[config.mk]
export PLATFORM = sky130hd
export DESIGN_NAME = yuyv_to_rgb565_framebuffer_writer
export DESIGN_NICKNAME = d
export VERILOG_FILES = /design/src/rtl/core/y2r_pkg.sv /design/src/rtl/core/y2r_front.sv /design/src/rtl/core/y2r_queue.sv /design/src/rtl/core/y2r_back.sv /design/src/rtl/core/yuyv_to_rgb565_framebuffer_writer.sv
export SDC_FILE = /design/constraint.sdc
export NUM_CORES = 1
export LEC_CHECK = 0
export CAP_MARGIN = 20
export CORE_MARGIN = 5
export CORE_UTILIZATION = 49
export CTS_CLUSTER_SIZE = 10
export DETAILED_ROUTE_END_ITERATION = 10
export DONT_BUFFER_PORTS = 1
export PLACE_DENSITY = 0.62
export SLEW_MARGIN = 20
export SYNTH_ARGS = -nofsm -noshare
export SYNTH_HDL_FRONTEND = slang
export SYNTH_HIERARCHICAL = 1
export SYNTH_SLANG_ARGS = --single-unit
[constraint.sdc]
create_clock -name clk_i -period 5.05 [get_ports clk_i]
set_input_delay 0.505 -clock clk_i [delete_from_list [all_inputs] [get_ports clk_i]]
set_output_delay 0.505 -clock clk_i [all_outputs]
set_load 0.05 [all_outputs]
[src/rtl/core/y2r_pkg.sv]
// shared constants, types and pixel math for the yuyv to rgb565 writer
package y2r_pkg;

  localparam int SRC_WIDTH     = 800;
  localparam int SRC_HEIGHT    = 600;
  localparam int PAIRS_PER_ROW = (SRC_WIDTH + 1) / 2;

  localparam int COL_W  = $clog2(PAIRS_PER_ROW + 1);
  localparam int ROW_W  = $clog2(SRC_HEIGHT + 1);
  localparam int ADDR_W = 22;
  localparam int FBW_W  = 13;
  localparam int PIX_W  = 16;
  localparam int BYTE_W = 8;
  localparam int SUM_W  = 20;
  localparam int OFF_W  = 10;

  localparam logic [FBW_W-1:0] FB_WIDTH_RESET = FBW_W'(800);

  localparam logic signed [OFF_W-1:0] LUMA_OFFSET   = OFF_W'(16);
  localparam logic signed [OFF_W-1:0] CHROMA_OFFSET = OFF_W'(128);
  localparam logic signed [SUM_W-1:0] COEF_Y    = SUM_W'(298);
  localparam logic signed [SUM_W-1:0] COEF_R_V  = SUM_W'(409);
  localparam logic signed [SUM_W-1:0] COEF_G_U  = SUM_W'(100);
  localparam logic signed [SUM_W-1:0] COEF_G_V  = SUM_W'(208);
  localparam logic signed [SUM_W-1:0] COEF_B_U  = SUM_W'(516);
  localparam logic signed [SUM_W-1:0] ROUND_ADD = SUM_W'(128);

  // one written macropixel waiting for color conversion
  typedef struct packed {
    logic [ADDR_W-1:0] word_address;
    logic [BYTE_W-1:0] luma_first;
    logic [BYTE_W-1:0] chroma_blue;
    logic [BYTE_W-1:0] luma_second;
    logic [BYTE_W-1:0] chroma_red;
    logic              frame_last;
  } pair_t;

  typedef struct packed {
    logic  push;
    pair_t pair;
  } push_t;

  function automatic logic [BYTE_W-1:0] clamp_channel(input logic signed [SUM_W-1:0] sum);
    logic [SUM_W-9:0] shifted;
    shifted = sum[SUM_W-1:8];
    if (sum < 0) begin
      return '0;
    end else if (shifted > (SUM_W-8)'(255)) begin
      return 8'hff;
    end
    return shifted[BYTE_W-1:0];
  endfunction

  function automatic logic [PIX_W-1:0] pack_rgb565(input logic [BYTE_W-1:0] r,
                                                   input logic [BYTE_W-1:0] g,
                                                   input logic [BYTE_W-1:0] b);
    return {r[7:3], g[7:2], b[7:3]};
  endfunction

endpackage

[src/rtl/core/y2r_front.sv]
// front end: raster counters, clipping, address generation and padding
module y2r_front import y2r_pkg::*; (
  input  logic              clk_i,
  input  logic              rst_ni,
  input  logic              fb_width_we_i,
  input  logic [FBW_W-1:0]  fb_width_i,
  input  logic              accept_i,
  input  logic [BYTE_W-1:0] luma_first_i,
  input  logic [BYTE_W-1:0] chroma_blue_i,
  input  logic [BYTE_W-1:0] luma_second_i,
  input  logic [BYTE_W-1:0] chroma_red_i,
  output push_t             push_o
);

  logic [FBW_W-1:0]  fb_width_q;
  logic [COL_W-1:0]  col_q, col_d;
  logic [ROW_W-1:0]  row_q, row_d;
  logic [ADDR_W-1:0] addr_q, addr_d;

  logic [FBW_W:0]    fbw_ext;
  logic [FBW_W:0]    col_x2;
  logic [FBW_W:0]    col_next_x2;
  logic [FBW_W:0]    fb_pairs;
  logic [FBW_W:0]    pad_pairs;
  logic [ADDR_W-1:0] addr_inc;
  logic              write_en;
  logic              row_end;
  logic              last_row;
  logic              row_last_written;

  always_comb begin
    fbw_ext          = {1'b0, fb_width_q};
    col_x2           = (FBW_W+1)'({col_q, 1'b0});
    col_next_x2      = (FBW_W+1)'({col_q + COL_W'(1), 1'b0});
    fb_pairs         = (fbw_ext + (FBW_W+1)'(1)) >> 1;
    pad_pairs        = fb_pairs - (FBW_W+1)'(PAIRS_PER_ROW);
    write_en         = col_x2 < fbw_ext;
    row_end          = col_q == COL_W'(PAIRS_PER_ROW - 1);
    last_row         = row_q == ROW_W'(SRC_HEIGHT - 1);
    row_last_written = row_end || (col_next_x2 >= fbw_ext);

    addr_inc = write_en ? ADDR_W'(2) : '0;
    if (row_end && (fb_pairs > (FBW_W+1)'(PAIRS_PER_ROW))) begin
      addr_inc = addr_inc + ADDR_W'({pad_pairs, 1'b0});
    end

    col_d  = col_q;
    row_d  = row_q;
    addr_d = addr_q;
    if (accept_i) begin
      addr_d = addr_q + addr_inc;
      if (row_end) begin
        col_d = '0;
        if (last_row) begin
          row_d  = '0;
          addr_d = '0;
        end else begin
          row_d = row_q + ROW_W'(1);
        end
      end else begin
        col_d = col_q + COL_W'(1);
      end
    end

    push_o.push              = accept_i && write_en;
    push_o.pair.word_address = addr_q;
    push_o.pair.luma_first   = luma_first_i;
    push_o.pair.chroma_blue  = chroma_blue_i;
    push_o.pair.luma_second  = luma_second_i;
    push_o.pair.chroma_red   = chroma_red_i;
    push_o.pair.frame_last   = last_row && row_last_written;
  end

  always_ff @(posedge clk_i or negedge rst_ni) begin
    if (!rst_ni) begin
      fb_width_q <= FB_WIDTH_RESET;
      col_q      <= '0;
      row_q      <= '0;
      addr_q     <= '0;
    end else begin
      if (fb_width_we_i) begin
        fb_width_q <= fb_width_i;
      end
      col_q  <= col_d;
      row_q  <= row_d;
      addr_q <= addr_d;
    end
  end

endmodule

[src/rtl/core/y2r_queue.sv]
// two-entry queue between the address front end and the color back end
module y2r_queue import y2r_pkg::*; (
  input  logic  clk_i,
  input  logic  rst_ni,
  input  push_t push_i,
  output logic  full_o,
  input  logic  pop_i,
  output logic  not_empty_o,
  output pair_t head_o
);

  pair_t      entry_q [2];
  logic       wr_ptr_q, rd_ptr_q;
  logic [1:0] count_q, count_d;
  logic       do_push, do_pop;

  always_comb begin
    full_o      = count_q == 2'd2;
    not_empty_o = count_q != 2'd0;
    do_push     = push_i.push && !full_o;
    do_pop      = pop_i && not_empty_o;
    count_d     = count_q;
    if (do_push && !do_pop) begin
      count_d = count_q + 2'd1;
    end else if (do_pop && !do_push) begin
      count_d = count_q - 2'd1;
    end
    head_o = entry_q[rd_ptr_q];
  end

  always_ff @(posedge clk_i) begin
    if (do_push) begin
      entry_q[wr_ptr_q] <= push_i.pair;
    end
  end

  always_ff @(posedge clk_i or negedge rst_ni) begin
    if (!rst_ni) begin
      wr_ptr_q <= 1'b0;
      rd_ptr_q <= 1'b0;
      count_q  <= '0;
    end else begin
      count_q <= count_d;
      if (do_push) begin
        wr_ptr_q <= !wr_ptr_q;
      end
      if (do_pop) begin
        rd_ptr_q <= !rd_ptr_q;
      end
    end
  end

endmodule

[src/rtl/core/y2r_back.sv]
// back end: bt.601 products, sums and clamping, rgb565 packing, output register
module y2r_back import y2r_pkg::*; (
  input  logic              clk_i,
  input  logic              rst_ni,
  input  logic              in_valid_i,
  input  pair_t             in_pair_i,
  output logic              in_ready_o,
  output logic              valid_o,
  input  logic              stall_i,
  output logic [ADDR_W-1:0] word_address_o,
  output logic [PIX_W-1:0]  pixel_even_o,
  output logic [PIX_W-1:0]  pixel_odd_o,
  output logic              frame_last_o
);

  // stage 1: products
  logic                     s1_valid_q;
  logic signed [SUM_W-1:0]  y0_q, y1_q, rv_q, gu_q, gv_q, bu_q;
  logic [ADDR_W-1:0]        s1_addr_q;
  logic                     s1_last_q;

  logic signed [OFF_W-1:0]  y0_off, y1_off, u_off, v_off;
  logic signed [SUM_W-1:0]  y0_d, y1_d, rv_d, gu_d, gv_d, bu_d;

  // stage 2: output register
  logic                     out_valid_q;
  logic [ADDR_W-1:0]        out_addr_q;
  logic [PIX_W-1:0]         out_even_q, out_odd_q;
  logic                     out_last_q;

  logic                     s2_ready;
  logic                     s1_ready;
  logic signed [SUM_W-1:0]  g_chroma;
  logic [PIX_W-1:0]         even_d, odd_d;

  always_comb begin
    s2_ready   = !out_valid_q || !stall_i;
    s1_ready   = !s1_valid_q || s2_ready;
    in_ready_o = s1_ready;

    y0_off = $signed({2'b00, in_pair_i.luma_first})  - LUMA_OFFSET;
    y1_off = $signed({2'b00, in_pair_i.luma_second}) - LUMA_OFFSET;
    u_off  = $signed({2'b00, in_pair_i.chroma_blue}) - CHROMA_OFFSET;
    v_off  = $signed({2'b00, in_pair_i.chroma_red})  - CHROMA_OFFSET;

    y0_d = SUM_W'(y0_off) * COEF_Y;
    y1_d = SUM_W'(y1_off) * COEF_Y;
    rv_d = SUM_W'(v_off) * COEF_R_V;
    gu_d = SUM_W'(u_off) * COEF_G_U;
    gv_d = SUM_W'(v_off) * COEF_G_V;
    bu_d = SUM_W'(u_off) * COEF_B_U;

    g_chroma = ROUND_ADD - gu_q - gv_q;
    even_d = pack_rgb565(clamp_channel(y0_q + rv_q + ROUND_ADD),
                         clamp_channel(y0_q + g_chroma),
                         clamp_channel(y0_q + bu_q + ROUND_ADD));
    odd_d  = pack_rgb565(clamp_channel(y1_q + rv_q + ROUND_ADD),
                         clamp_channel(y1_q + g_chroma),
                         clamp_channel(y1_q + bu_q + ROUND_ADD));

    valid_o        = out_valid_q;
    word_address_o = out_addr_q;
    pixel_even_o   = out_even_q;
    pixel_odd_o    = out_odd_q;
    frame_last_o   = out_last_q;
  end

  always_ff @(posedge clk_i) begin
    if (in_valid_i && s1_ready) begin
      y0_q      <= y0_d;
      y1_q      <= y1_d;
      rv_q      <= rv_d;
      gu_q      <= gu_d;
      gv_q      <= gv_d;
      bu_q      <= bu_d;
      s1_addr_q <= in_pair_i.word_address;
      s1_last_q <= in_pair_i.frame_last;
    end
    if (s1_valid_q && s2_ready) begin
      out_addr_q <= s1_addr_q;
      out_even_q <= even_d;
      out_odd_q  <= odd_d;
      out_last_q <= s1_last_q;
    end
  end

  always_ff @(posedge clk_i or negedge rst_ni) begin
    if (!rst_ni) begin
      s1_valid_q  <= 1'b0;
      out_valid_q <= 1'b0;
    end else begin
      if (s1_ready) begin
        s1_valid_q <= in_valid_i;
      end
      if (s2_ready) begin
        out_valid_q <= s1_valid_q;
      end
    end
  end

endmodule

[src/rtl/core/yuyv_to_rgb565_framebuffer_writer.sv]
// top level of the yuyv macropixel to rgb565 framebuffer writer
//
// input channel: valid_i / stall_o with one yuyv macropixel (y0, cb, y1, cr) per
// transfer, in raster order of the source frame. output channel: valid_o / stall_i
// with the framebuffer word address of the first pixel and both rgb565 pixels;
// the second pixel belongs at the next word. frame_last_o marks the last written
// pair of a frame. macropixels left of the visible width give a result, the rest
// are taken and dropped.
// the user must write fb_width through fb_width_we_i / fb_width_i only while the
// block is idle; the block does not enforce this. throughput: one macropixel per
// clock unless stalled. the front end updates the counters in the accepting cycle,
// a two-entry queue follows, then one product stage and the output register.
// when the receiver stalls, the output register holds, the back end fills, and the
// queue absorbs two more items before stall_o rises.
// reset clears the counters and address, the pipeline, and sets fb_width to 800.
module yuyv_to_rgb565_framebuffer_writer import y2r_pkg::*; (
  input  logic              clk_i,
  input  logic              rst_ni,
  input  logic              fb_width_we_i,
  input  logic [FBW_W-1:0]  fb_width_i,
  input  logic              valid_i,
  output logic              stall_o,
  input  logic [BYTE_W-1:0] luma_first_i,
  input  logic [BYTE_W-1:0] chroma_blue_i,
  input  logic [BYTE_W-1:0] luma_second_i,
  input  logic [BYTE_W-1:0] chroma_red_i,
  output logic              valid_o,
  input  logic              stall_i,
  output logic [ADDR_W-1:0] word_address_o,
  output logic [PIX_W-1:0]  pixel_even_o,
  output logic [PIX_W-1:0]  pixel_odd_o,
  output logic              frame_last_o
);

  push_t push;
  pair_t head;
  logic  queue_full;
  logic  queue_not_empty;
  logic  back_ready;
  logic  accept;

  assign stall_o = queue_full;
  assign accept  = valid_i && !queue_full;

  y2r_front u_front (
    .clk_i         (clk_i),
    .rst_ni        (rst_ni),
    .fb_width_we_i (fb_width_we_i),
    .fb_width_i    (fb_width_i),
    .accept_i      (accept),
    .luma_first_i  (luma_first_i),
    .chroma_blue_i (chroma_blue_i),
    .luma_second_i (luma_second_i),
    .chroma_red_i  (chroma_red_i),
    .push_o        (push)
  );

  y2r_queue u_queue (
    .clk_i       (clk_i),
    .rst_ni      (rst_ni),
    .push_i      (push),
    .full_o      (queue_full),
    .pop_i       (back_ready),
    .not_empty_o (queue_not_empty),
    .head_o      (head)
  );

  y2r_back u_back (
    .clk_i          (clk_i),
    .rst_ni         (rst_ni),
    .in_valid_i     (queue_not_empty),
    .in_pair_i      (head),
    .in_ready_o     (back_ready),
    .valid_o        (valid_o),
    .stall_i        (stall_i),
    .word_address_o (word_address_o),
    .pixel_even_o   (pixel_even_o),
    .pixel_odd_o    (pixel_odd_o),
    .frame_last_o   (frame_last_o)
  );

`ifndef SYNTHESIS
  // the queue only fills up behind a stalled output
  a_full_after_stall: assert property (@(posedge clk_i) disable iff (!rst_ni)
    $rose(stall_o) |-> $past(valid_o && stall_i))
    else $error("queue filled without a stalled output");

  // a write-enabled item never arrives at a full queue
  a_no_overflow: assert property (@(posedge clk_i) disable iff (!rst_ni)
    push.push |-> !queue_full)
    else $error("push into full queue");

  // with an empty queue and an empty output register the input cannot be stalled next
  a_drain: assert property (@(posedge clk_i) disable iff (!rst_ni)
    (!queue_not_empty && !valid_o) |=> !stall_o)
    else $error("input stalled while back end was empty");
`endif

endmodule

==> results of run 1 <==
[worst max-delay path, cell delays in order (launching register included)]
cell,delay [ns]
dfrtp_4,0.51
buf_12,0.16
mux2_4,0.31
inv_1,0.10
ha_4,0.17
nor3b_4,0.26
ha_4,0.25
ha_1,0.28
inv_1,0.07
fa_1,0.43
fa_1,0.55
inv_1,0.04
ha_1,0.29
buf_4,0.14
nand2b_1,0.06
a21boi_0,0.13
nor3_2,0.24
o31ai_2,0.12
o41ai_2,0.41
xnor2_1,0.10
[cell usage in the layout, fill, tap and decap left out, types with 10 or more instances in the layout]
master         netlist  routed
ha_1               437     427
edfxtp_1           285     285
inv_1              260     258
xnor2_1            115     113
a21oi_1            103      97
nor2_1              95      94
buf_4               33      83
o21ai_0             80      71
nand2_1             71      71
xor2_1              56      54
dfrtp_1             56      54
fa_1                51      50
clkbuf_16            0      47
mux2_4              41      41
a21o_1              41      40
nand3_1             38      38
dlygate4sd3_1        0      37
o21a_1              31      31
nor3_1              34      30
a31oi_1             22      22
mux2_2              21      21
o22ai_1             21      19
nor2b_1             16      15
clkbuf_1            10      14
nand2b_1            14      14
o21bai_1            15      14
nand4_1             14      14
o31a_1              12      12
and3_1              11      10
nor4_1              10      10
[synthesized netlist by cell type, types with 9 or more instances]
library cell and number:
nand2_1 71, dfrtp_1 56, a21boi_0 13, a21oi_1 103
or2_2 9, nor3_1 34, nor4_1 10, nor2_1 95
and2_1 9, o21ai_0 80, o31ai_1 9, and3_1 11
o21a_1 31, nand2b_1 14, mux2_2 21, xor2_1 56
ha_1 437, edfxtp_1 285, mux2_4 41, buf_4 33
xnor2_1 115, a21o_1 41, nand4_1 14, o21bai_1 15
o31a_1 12, nor2b_1 16, nand3_1 38, clkbuf_1 10
a31oi_1 22, inv_1 260, fa_1 51, o22ai_1 21
[final timing paths]
kind | cells past startpoint | endpoint | slack (ns) | from
worst max-delay path | 19 | u_back/y0_q[17] | 0.16 | u_queue/rd_ptr_q
worst min-delay path | 2 | u_front/fb_width_q[4] | 0.04 | fb_width_i[4]
worst max register to register | 19 | u_back/y0_q[17] | 0.16 | u_queue/rd_ptr_q
worst min register to register | 0 | u_back/word_address_o[11] | 0.41 | u_back/s1_addr_q[11]
max in group asynchronous | 2 | u_front/fb_width_q[8] | 4.31 | rst_ni
min in group asynchronous | 2 | u_front/row_q[0] | 0.45 | rst_ni
[kinds of logic after synthesis]
group	Yosys count	synth area share [%]
other	1	0.0150
buffers and inverters	321	5.57
muxes	68	3.64
DFF	344	40.0
and+or+nand+nor	373	7.91
AOI/OAI and AO/OA	412	10.8
adders and majority gates	488	25.9
xor gates and xnor gates	174	6.19
[metal layers]
layer	GRT usage, %	wire (um)	vias to the layer above
met1	22.8	22600	7676
met2	33.6	26600	238
li1	-	-	8075
met5	0	46	-
met4	6.79	1940	8
met3	3.88	2050	118
[final cells by class]
| cell class | count | share of cell area [%] |
|---|---|---|
| inverter | 262 | 3.44 |
| timing repair buffer | 128 | 3.97 |
| sequential | 344 | 35.1 |
| tap | 680 | 2.98 |
| clock inverter | 19 | 0.932 |
| multi-input combinational | 1517 | 49.3 |
| clock buffer | 61 | 4.30 |
[registers in the layout, summed over array words and instances, names as in the netlist, 2 cells and up]
register,flops
u_queue/entry_q,110
u_back/s1_addr_q,22
u_back/word_address_o,22
u_front/addr_q,21
u_back/rv_q,19
u_back/bu_q,18
u_back/y0_q,18
u_back/y1_q,18
u_back/pixel_even_o,16
u_back/pixel_odd_o,16
u_front/fb_width_q,13
u_back/gu_q,12
u_back/gv_q,12
u_front/row_q,10
u_front/col_q,9
u_queue/count_q,2
[per-stage QoR]
stage	setup TNS, ns	instance area [sq um]	instances
after floorplan	0	25100	2182
after global placement	-0.468	26200	2881
after detailed placement	-1.32	26200	2881
after CTS	-0.0552	28100	3002
after global routing	-0.174	28600	3011
final	0	28600	3011
[repair_timing]
action	in CTS	in global routing
pin swaps	3	26
setup buffers	3	9
endpoints found under the hold margin	133	0
gates resized for setup	11	79
endpoints found under the setup margin	20	38
hold buffers	38	0
==> run summary, run 1 <==
vias in the first global route = 16700
GR Util All Layers = 18.9%
Worst-Margin Slew = 1.06 ns
mapped cell area = 25100 sq um
share of cells above drive strength 1 = 14.3%
Longest Clk Path Bufs = 3
Crit. End Element = register
Slew headroom = 29.2%
WL final = 53200 um
DP HPWL = 41900 um
ys async rst share = 17.2%
FF/Latch Area = 10000 sq um
synthesis warning total = 6
Post-DRT Antenna Nets = 0
number of max-cap violations = 0
DRC = 0
Netlist cell types = 94
total core area = 51000 sq um
grt ovf = 0
Mapped Cells = 2181
vias = 16100
Final WS setup = 0.165 ns
TritonCTS Buffers = 46
# rows = 83
Die Y-Extent = 236 um
Startpoint Class = register
Layout Nets = 2837
Area Growth Syn to Fin = 14.0%
Yosys reg bits = 344
DR pass1 iterations = 4
die area = 55800 sq um
H-tree Lvls = 2
latest clock arrival within the worst-skew pair = 0.58 ns
first-pass GRT wire length = 85800 um
Hold Fails Final Rpt = 0
initial antenna violation count = 5
antenna cells = 0
Final period util = 96.7%
pin count of the biggest net entering global routing = 80
register area share after synthesis = 40.0%
CP arrival = 5.20 ns
Synth area leaders = edfxtp_1 34%, ha_1 22%, dfrtp_1 5.6%
hold slack = 0.0428 ns
Main synth FF type = edfxtp_1
Avg Cell Area, Syn = 11.5 sq um
outcome = finished, final reports clean
routability cong. = 0.898
fmax = 205 MHz
Worst Hold Class = primary input to register
Final setup viols = 0
clk slew on worst S/H paths = 0.06 ns
io pins = 107
Synth top area share = 34.1%
IO buf count = 0
CTS tree = done
wire length per cell = 17.7 um
max-slew violations = 0
EDFF count, synth = 285
Worst EP required = 5.37 ns
vias per cell = 5.35
post-synth top area cell = edfxtp_1
Die Width = 236 um
Fillers = 4214
Setup CP Type = register to register
initial drt markers = 574
multi-input gate area in the final layout = 14100 sq um
Max Fanout on Critical Path = 9
Post-Place Setup Slack = -0.217 ns
starting density of the core = 49.2%
Min Clock Period, post-route = 4.89 ns
Sink Count = 344
CTS Root Cell = clkbuf_16
Setup Skew = 0.0245 ns
fin util = 56.1%
Power of run 1 is not shown: default switching activity piles up to over one toggle a cycle in this logic, so the estimate is an artifact.
==> run 2, diff against run 1 <==
- ABC_AREA: not set -> 1
==> run 2 against run 1 <==
  * Die area grew 10%
  * First-iteration DRC count is 92% higher
  * Register-to-register slack better by 0.09 ns
  * Critical path depth is 3 higher
  * Count of clock-buffer cells in the layout rose by 4
  * Sequential share of layout area decreased by 2.0 points
  * Final area increased by 5.9%
  * Core utilization is 2.3 points lower
  * Synthesized cell count rose by 48%
  * Critical path type unchanged
==> run summary, run 2 <==
CP bufs+invs = 5 (unchanged)
DP HPWL = 53600 um (was 41900 um)
synthesis warning total = 6 (unchanged)
max reg flops = 110 (unchanged)
Layout Nets = 3805 (was 2837)
hold slack = 0.0320 ns (was 0.0428 ns)
Largest stage delay, worst path = 0.54 ns (was 0.55 ns)
Worst EP required = 5.39 ns (was 5.37 ns)
clk slew on worst S/H paths = 0.06 ns (about the same)
most frequent cells in the layout = 843 x nand2_1, 471 x inv_1, 437 x ha_1, 285 x edfxtp_1, 183 x a21oi_1 (was 427 x ha_1, 285 x edfxtp_1, 258 x inv_1, 113 x xnor2_1, 97 x a21oi_1)
Min Clock Period, post-route = 4.80 ns (was 4.89 ns)
Worst-Margin Slew = 0.934 ns (was 1.06 ns)
Cell Chain, Critical Path = buf_4 > nand2_1 > nand2_1 > inv_1 > ha_1 > xnor2_1 > inv_1 > ha_1 > ha_1 > inv_1 > fa_1 > fa_1 > inv_1 > ha_1 > nand2_1 > nor3_1 > nor2_1 > o21ai_1 > nand3_1 > nand2_1 > nand2_1 > a21o_1 (was buf_12 > mux2_4 > inv_1 > ha_4 > nor3b_4 > ha_4 > ha_1 > inv_1 > fa_1 > fa_1 > inv_1 > ha_1 > buf_4 > nand2b_1 > a21boi_0 > nor3_2 > o31ai_2 > o41ai_2 > xnor2_1)
Setup CP Type = register to register (unchanged)
EDFF count, synth = 285 (unchanged)
total core area = 56300 sq um (was 51000 sq um)
first-pass GRT wire length = 109000 um (was 85800 um)
initial drt markers = 1100 (was 574)
vias = 21200 (was 16100)
cell family with most CP delay = adder cells (unchanged)
DRC = 0 (unchanged)
Max Fanout on Critical Path = 13 (was 9)
commonest non-fill, non-tap cell in the layout = nand2_1 (was ha_1)
Crit. End Element = register (unchanged)
Mapped Cells = 3219 (was 2181)
Synth area leaders = edfxtp_1 31%, ha_1 20%, nand2_1 11% (was edfxtp_1 34%, ha_1 22%, dfrtp_1 5.6%)
reg2reg path depth = 22 (was 19)
DR pass1 iterations = 6 (was 4)
Main synth FF type = edfxtp_1 (unchanged)
CTS Root Cell = clkbuf_16 (unchanged)
Post-DRT Antenna Nets = 0 (unchanged)
Avg Cell Area, Syn = 8.64 sq um (was 11.5 sq um)
Worst Hold Depth = 1 (was 2)
most frequent cell after synthesis = nand2_1 (was ha_1)
Netlist cell types = 54 (was 94)
initial antenna violation count = 1 (was 5)
CTS tree = done (unchanged)
antenna cells = 0 (unchanged)
Area Growth Syn to Fin = 8.89% (was 14.0%)
Die Y-Extent = 248 um (was 236 um)
Sink Count = 344 (unchanged)
IO buf count = 0 (unchanged)
vias in the first global route = 21100 (was 16700)
H-tree Lvls = 2 (unchanged)
die area = 61600 sq um (was 55800 sq um)
routability cong. = 0.940 (was 0.898)
fmax = 208 MHz (was 205 MHz)
RSZ-0062 raised after global routing = no
mapped cell area = 27800 sq um (was 25100 sq um)
wire length per cell = 16.6 um (was 17.7 um)
register area share after synthesis = 36.1% (was 40.0%)
grt ovf = 0 (unchanged)
CP dominant cell by count = nand2_1 (was inv_1)
Largest Register = u_queue/entry_q (unchanged)
Die Width = 248 um (was 236 um)
vias per cell = 5.22 (was 5.35)
share of cells above drive strength 1 = 6.30% (was 14.3%)
TritonCTS Buffers = 44 (was 46)
Levels on crit path = 22 (was 19)
number of max-cap violations = 0 (unchanged)
Slowest-stage cell, CP = fa_1 (unchanged)
CP arrival = 5.14 ns (was 5.20 ns)
latest clock arrival within the worst-skew pair = 0.59 ns (was 0.58 ns)
Synth top area share = 30.8% (was 34.1%)
post-synth top area cell = edfxtp_1 (unchanged)
Hold Fails Final Rpt = 0 (unchanged)
max-slew violations = 0 (unchanged)
Post-Place Setup Slack = 0.131 ns (was -0.217 ns)
Startpoint Class = register (unchanged)
Worst Hold Class = primary input to register (unchanged)
ys async rst share = 17.2% (unchanged)
Final WS setup = 0.250 ns (was 0.165 ns)
WL final = 67300 um (was 53200 um)
setup TNS = 0 ns (unchanged)
pin count of the biggest net entering global routing = 66 (was 80)
Post-synth top cells = 844 x nand2_1, 474 x inv_1, 437 x ha_1 (was 437 x ha_1, 285 x edfxtp_1, 260 x inv_1)
Post-CTS Setup Bufs = 0 (was 3)
Setup Skew = 0.0365 ns (was 0.0245 ns)
# rows = 87 (was 83)
fin util = 53.8% (was 56.1%)
Final setup viols = 0 (unchanged)
Longest Clk Path Bufs = 3 (unchanged)
outcome = finished, final reports clean (unchanged)
Yosys reg bits = 344 (unchanged)
io pins = 107 (unchanged)
starting density of the core = 49.4% (was 49.2%)
Slew headroom = 37.5% (was 29.2%)
GR Util All Layers = 22.0% (was 18.9%)
Final period util = 95.1% (was 96.7%)
-- run 2: cell types whose count changed after synthesis, moves of 26 or more --
cell / before / now
nand3_1: 38 / 143
a21oi_1: 103 / 183
inv_1: 260 / 474
xnor2_1: 115 / 33
a21o_1: 41 / 13
mux2_4: 41 / 0
nand2_1: 71 / 844
nor2_1: 95 / 170
xor2_1: 56 / 87
o21a_1: 31 / 2
nor2_2: 5 / 31
-- run 2: what timing repair did --
| action | 4_1_cts | 5_1_grt |
|---|---|---|
| hold buffers | 35 | 0 |
| gates resized for setup | 0 | 7 |
| endpoints found under the hold margin | 129 | 0 |
| endpoints found under the setup margin | 0 | 11 |
-- run 2: through the flow --
step / std cells / area [sq um]
CTS: 4055 / 30300
global placement: 3942 / 28500
detailed placement: 3942 / 28500
global route: 4055 / 30300
finish: 4055 / 30300
floorplan: 3220 / 27800
-- run 2: cells by family (layout without fill, tap and decap cells) --
logic type / Yosys count / count (layout) / share of synthesized area, %
xor gates and xnor gates: 120 / 120 / 3.78
AOI/OAI and AO/OA: 372 / 372 / 7.50
other: 1 / 2 / 0.0135
adders and majority gates: 488 / 488 / 23.3
and+or+nand+nor: 1353 / 1353 / 21.2
DFF: 344 / 344 / 36.1
buffers and inverters: 541 / 620 / 8.05
-- run 2: metal layers --
| layer | vias up | wire length, um | track usage (%) |
|---|---|---|---|
| met5 | - | 11 | 0 |
| met4 | 2 | 2190 | 6.86 |
| met3 | 108 | 2590 | 2.83 |
| met2 | 371 | 33300 | 39.5 |
| met1 | 9922 | 29200 | 27.6 |
| li1 | 10700 | - | - |
-- run 2: path summary, 6_finish.rpt --
check	startpoint	end	slack (ns)
worst max-delay path	u_queue/rd_ptr_q	u_back/y1_q[18]	0.25
worst min-delay path	fb_width_we_i	u_front/fb_width_q[11]	0.03
worst max register to register	u_queue/rd_ptr_q	u_back/y1_q[18]	0.25
worst min register to register	u_back/s1_addr_q[9]	u_back/word_address_o[9]	0.41
max in group asynchronous	rst_ni	u_front/fb_width_q[8]	4.24
min in group asynchronous	rst_ni	u_front/fb_width_q[12]	0.51
-- run 2: final cells by class --
class                           count  area (sq um)
Sequential cell                   344         10000
Clock inverter                     13           163
Clock buffer                       65          1190
Inverter                          487          1830
Tap cell                          756           946
Multi-Input combinational cell   2335         15600
Fill cell                        5124         26000
Timing Repair Buffer               55           543
Power of run 2 is left out for the same reason.
==> run 3, diff against run 2 <==
- PLACE_DENSITY: 0.62 -> not set
- clock period: 5.05 -> 5.3 ns (I/O delays scaled with it)
==> run 3 against run 2 <==
  * Worst setup slack better by 0.18 ns
  * Sequential share of layout area barely moved
  * Cell count fell by 0.12%
  * First-iteration DRC count fell by 0.55%
  * Critical endpoint is now u_back/y0_q[18]
  * Flip-flop and latch count did not move
  * Non-clock buffer count down 10
  * Wire length is 2.5% higher
  * Core utilization hardly changed
  * Global-route usage is 0.57 points higher
  * Die area did not move
==> run summary, run 3 (same netlist as run 2, synthesis figures left out) <==
outcome = finished, final reports clean (unchanged)
WL final = 69000 um (was 67300 um)
RSZ-0062 raised after global routing = no (unchanged)
commonest non-fill, non-tap cell in the layout = nand2_1 (unchanged)
Setup Skew = 0.0323 ns (was 0.0365 ns)
Largest Register = u_queue/entry_q (unchanged)
routability cong. = 0.934 (was 0.940)
Area Growth Syn to Fin = 8.87% (was 8.89%)
vias in the first global route = 21100 (about the same)
DP HPWL = 55700 um (was 53600 um)
Worst EP required = 5.64 ns (was 5.39 ns)
Min Clock Period, post-route = 4.87 ns (was 4.80 ns)
total core area = 56300 sq um (unchanged)
Slowest-stage cell, CP = fa_1 (unchanged)
Final period util = 91.9% (was 95.1%)
GR Util All Layers = 22.5% (was 22.0%)
antenna cells = 0 (unchanged)
max reg flops = 110 (unchanged)
CTS Root Cell = clkbuf_16 (unchanged)
first-pass GRT wire length = 111000 um (was 109000 um)
Hold Fails Final Rpt = 0 (unchanged)
number of max-cap violations = 0 (unchanged)
grt ovf = 0 (unchanged)
setup TNS = 0 ns (unchanged)
H-tree Lvls = 2 (unchanged)
io pins = 107 (unchanged)
Startpoint Class = register (unchanged)
DRC = 0 (unchanged)
Worst Hold Class = primary input to register (unchanged)
vias = 21000 (was 21200)
Max Fanout on Critical Path = 17 (was 13)
CP dominant cell by count = nand2_1 (unchanged)
Setup CP Type = register to register (unchanged)
Slew headroom = 35.4% (was 37.5%)
wire length per cell = 17.0 um (was 16.6 um)
share of cells above drive strength 1 = 6.28% (was 6.30%)
IO buf count = 0 (unchanged)
Post-DRT Antenna Nets = 0 (unchanged)
pin count of the biggest net entering global routing = 71 (was 66)
CP bufs+invs = 5 (unchanged)
max-slew violations = 0 (unchanged)
die area = 61600 sq um (unchanged)
Layout Nets = 3796 (was 3805)
fmax = 205 MHz (was 208 MHz)
DR pass1 iterations = 5 (was 6)
clk slew on worst S/H paths = 0.06 ns (about the same)
starting density of the core = 49.4% (unchanged)
Sink Count = 344 (unchanged)
initial drt markers = 1094 (was 1100)
# rows = 87 (unchanged)
Die Width = 248 um (unchanged)
Cell Chain, Critical Path = buf_4 > nand2_1 > nand2_1 > inv_1 > ha_1 > nand3_1 > inv_1 > ha_1 > ha_1 > inv_1 > fa_1 > fa_1 > inv_1 > ha_1 > nand2_1 > o21ai_0 > nand2_1 > nand2_1 > a31oi_1 > o211ai_1 > nand2_1 (was buf_4 > nand2_1 > nand2_1 > inv_1 > ha_1 > xnor2_1 > inv_1 > ha_1 > ha_1 > inv_1 > fa_1 > fa_1 > inv_1 > ha_1 > nand2_1 > nor3_1 > nor2_1 > o21ai_1 > nand3_1 > nand2_1 > nand2_1 > a21o_1)
latest clock arrival within the worst-skew pair = 0.60 ns (was 0.59 ns)
vias per cell = 5.18 (was 5.22)
Largest stage delay, worst path = 0.54 ns (about the same)
most frequent cells in the layout = 844 x nand2_1, 471 x inv_1, 437 x ha_1, 285 x edfxtp_1, 183 x a21oi_1 (was 843 x nand2_1, 471 x inv_1, 437 x ha_1, 285 x edfxtp_1, 183 x a21oi_1)
Crit. End Element = register (unchanged)
CTS tree = done (unchanged)
Die Y-Extent = 248 um (unchanged)
initial antenna violation count = 0 (was 1)
CP arrival = 5.21 ns (was 5.14 ns)
Longest Clk Path Bufs = 3 (unchanged)
cell family with most CP delay = adder cells (unchanged)
Final setup viols = 0 (unchanged)
TritonCTS Buffers = 45 (was 44)
Worst-Margin Slew = 0.969 ns (was 0.934 ns)
[run 3: changes by cell type in the layout (fill, tap and decap cells not counted), moves of 2 or more]
cell	before	now
dlygate4sd3_1	34	26
bufinv_16	1	4
clkinv_1	5	8
buf_12	2	0
clkbuf_1	20	18
clkbuf_8	1	3
[run 3: worst paths after layout]
kind / startpoint / to / slack (ns) / cells past startpoint
hold reg to reg: u_back/s1_addr_q[19] / u_back/word_address_o[19] / 0.42 / 0
hold / removal: chroma_red_i[0] / u_queue/entry_q[1][1] / 0.04 / 0
max in group asynchronous: rst_ni / u_front/fb_width_q[8] / 4.50 / 2
setup reg to reg: u_queue/rd_ptr_q / u_back/y0_q[18] / 0.43 / 21
min in group asynchronous: rst_ni / u_front/col_q[0] / 0.49 / 2
setup / recovery: u_queue/rd_ptr_q / u_back/y0_q[18] / 0.43 / 21
[run 3: what timing repair did]
item | in CTS | in global routing
endpoints found under the hold margin | 110 | 0
buffers inserted | 0 | 0
endpoints found under the setup margin | 0 | 1
hold buffers | 27 | 0
gates resized for setup | 0 | 1
[run 3: metrics by stage]
step | hold slack, ns | instances | cell area (sq um) | setup WS, ns | utilization, %
after floorplan | 0.234 | 3220 | 27800 | 0.637 | -
after global placement | 0.236 | 3940 | 28500 | 0.515 | 50.6
after detailed placement | 0.236 | 3940 | 28500 | 0.419 | 50.6
after CTS | 0.00541 | 4050 | 30300 | 0.414 | 53.8
after global routing | 0.0119 | 4050 | 30300 | 0.0186 | 53.8
final | 0.0385 | 4050 | 30300 | 0.432 | 53.8
[run 3: worst register-to-register path, cell delays in order, from the launching register on]
cell	delay [ns]
dfrtp_2	0.44
buf_4	0.21
nand2_1	0.08
nand2_1	0.05
inv_1	0.16
ha_1	0.21
nand3_1	0.10
inv_1	0.30
ha_1	0.35
ha_1	0.30
inv_1	0.07
fa_1	0.43
fa_1	0.54
inv_1	0.04
ha_1	0.35
nand2_1	0.06
o21ai_0	0.33
nand2_1	0.11
nand2_1	0.12
a31oi_1	0.13
o211ai_1	0.18
nand2_1	0.07
[run 3: final cells by class]
cell class	count	area, sq um
clock buffers	66	1230
clock inverters	17	251
fillers	5197	26000
inverters	487	1830
multi-input cells	2335	15500
flip-flops and latches	344	10000
well taps	756	946
repair buffers	45	423
[run 3: per-layer routing]
layer | track usage [%] | vias to the layer above | share of wire [%]
li1 | - | 10700 | -
met1 | 27.9 | 9823 | 43
met2 | 41.2 | 316 | 50
met3 | 3.05 | 105 | 3.3
met4 | 6.44 | 0 | 3.0
met5 | 0 | - | 0
Power of run 3 is left out for the same reason.
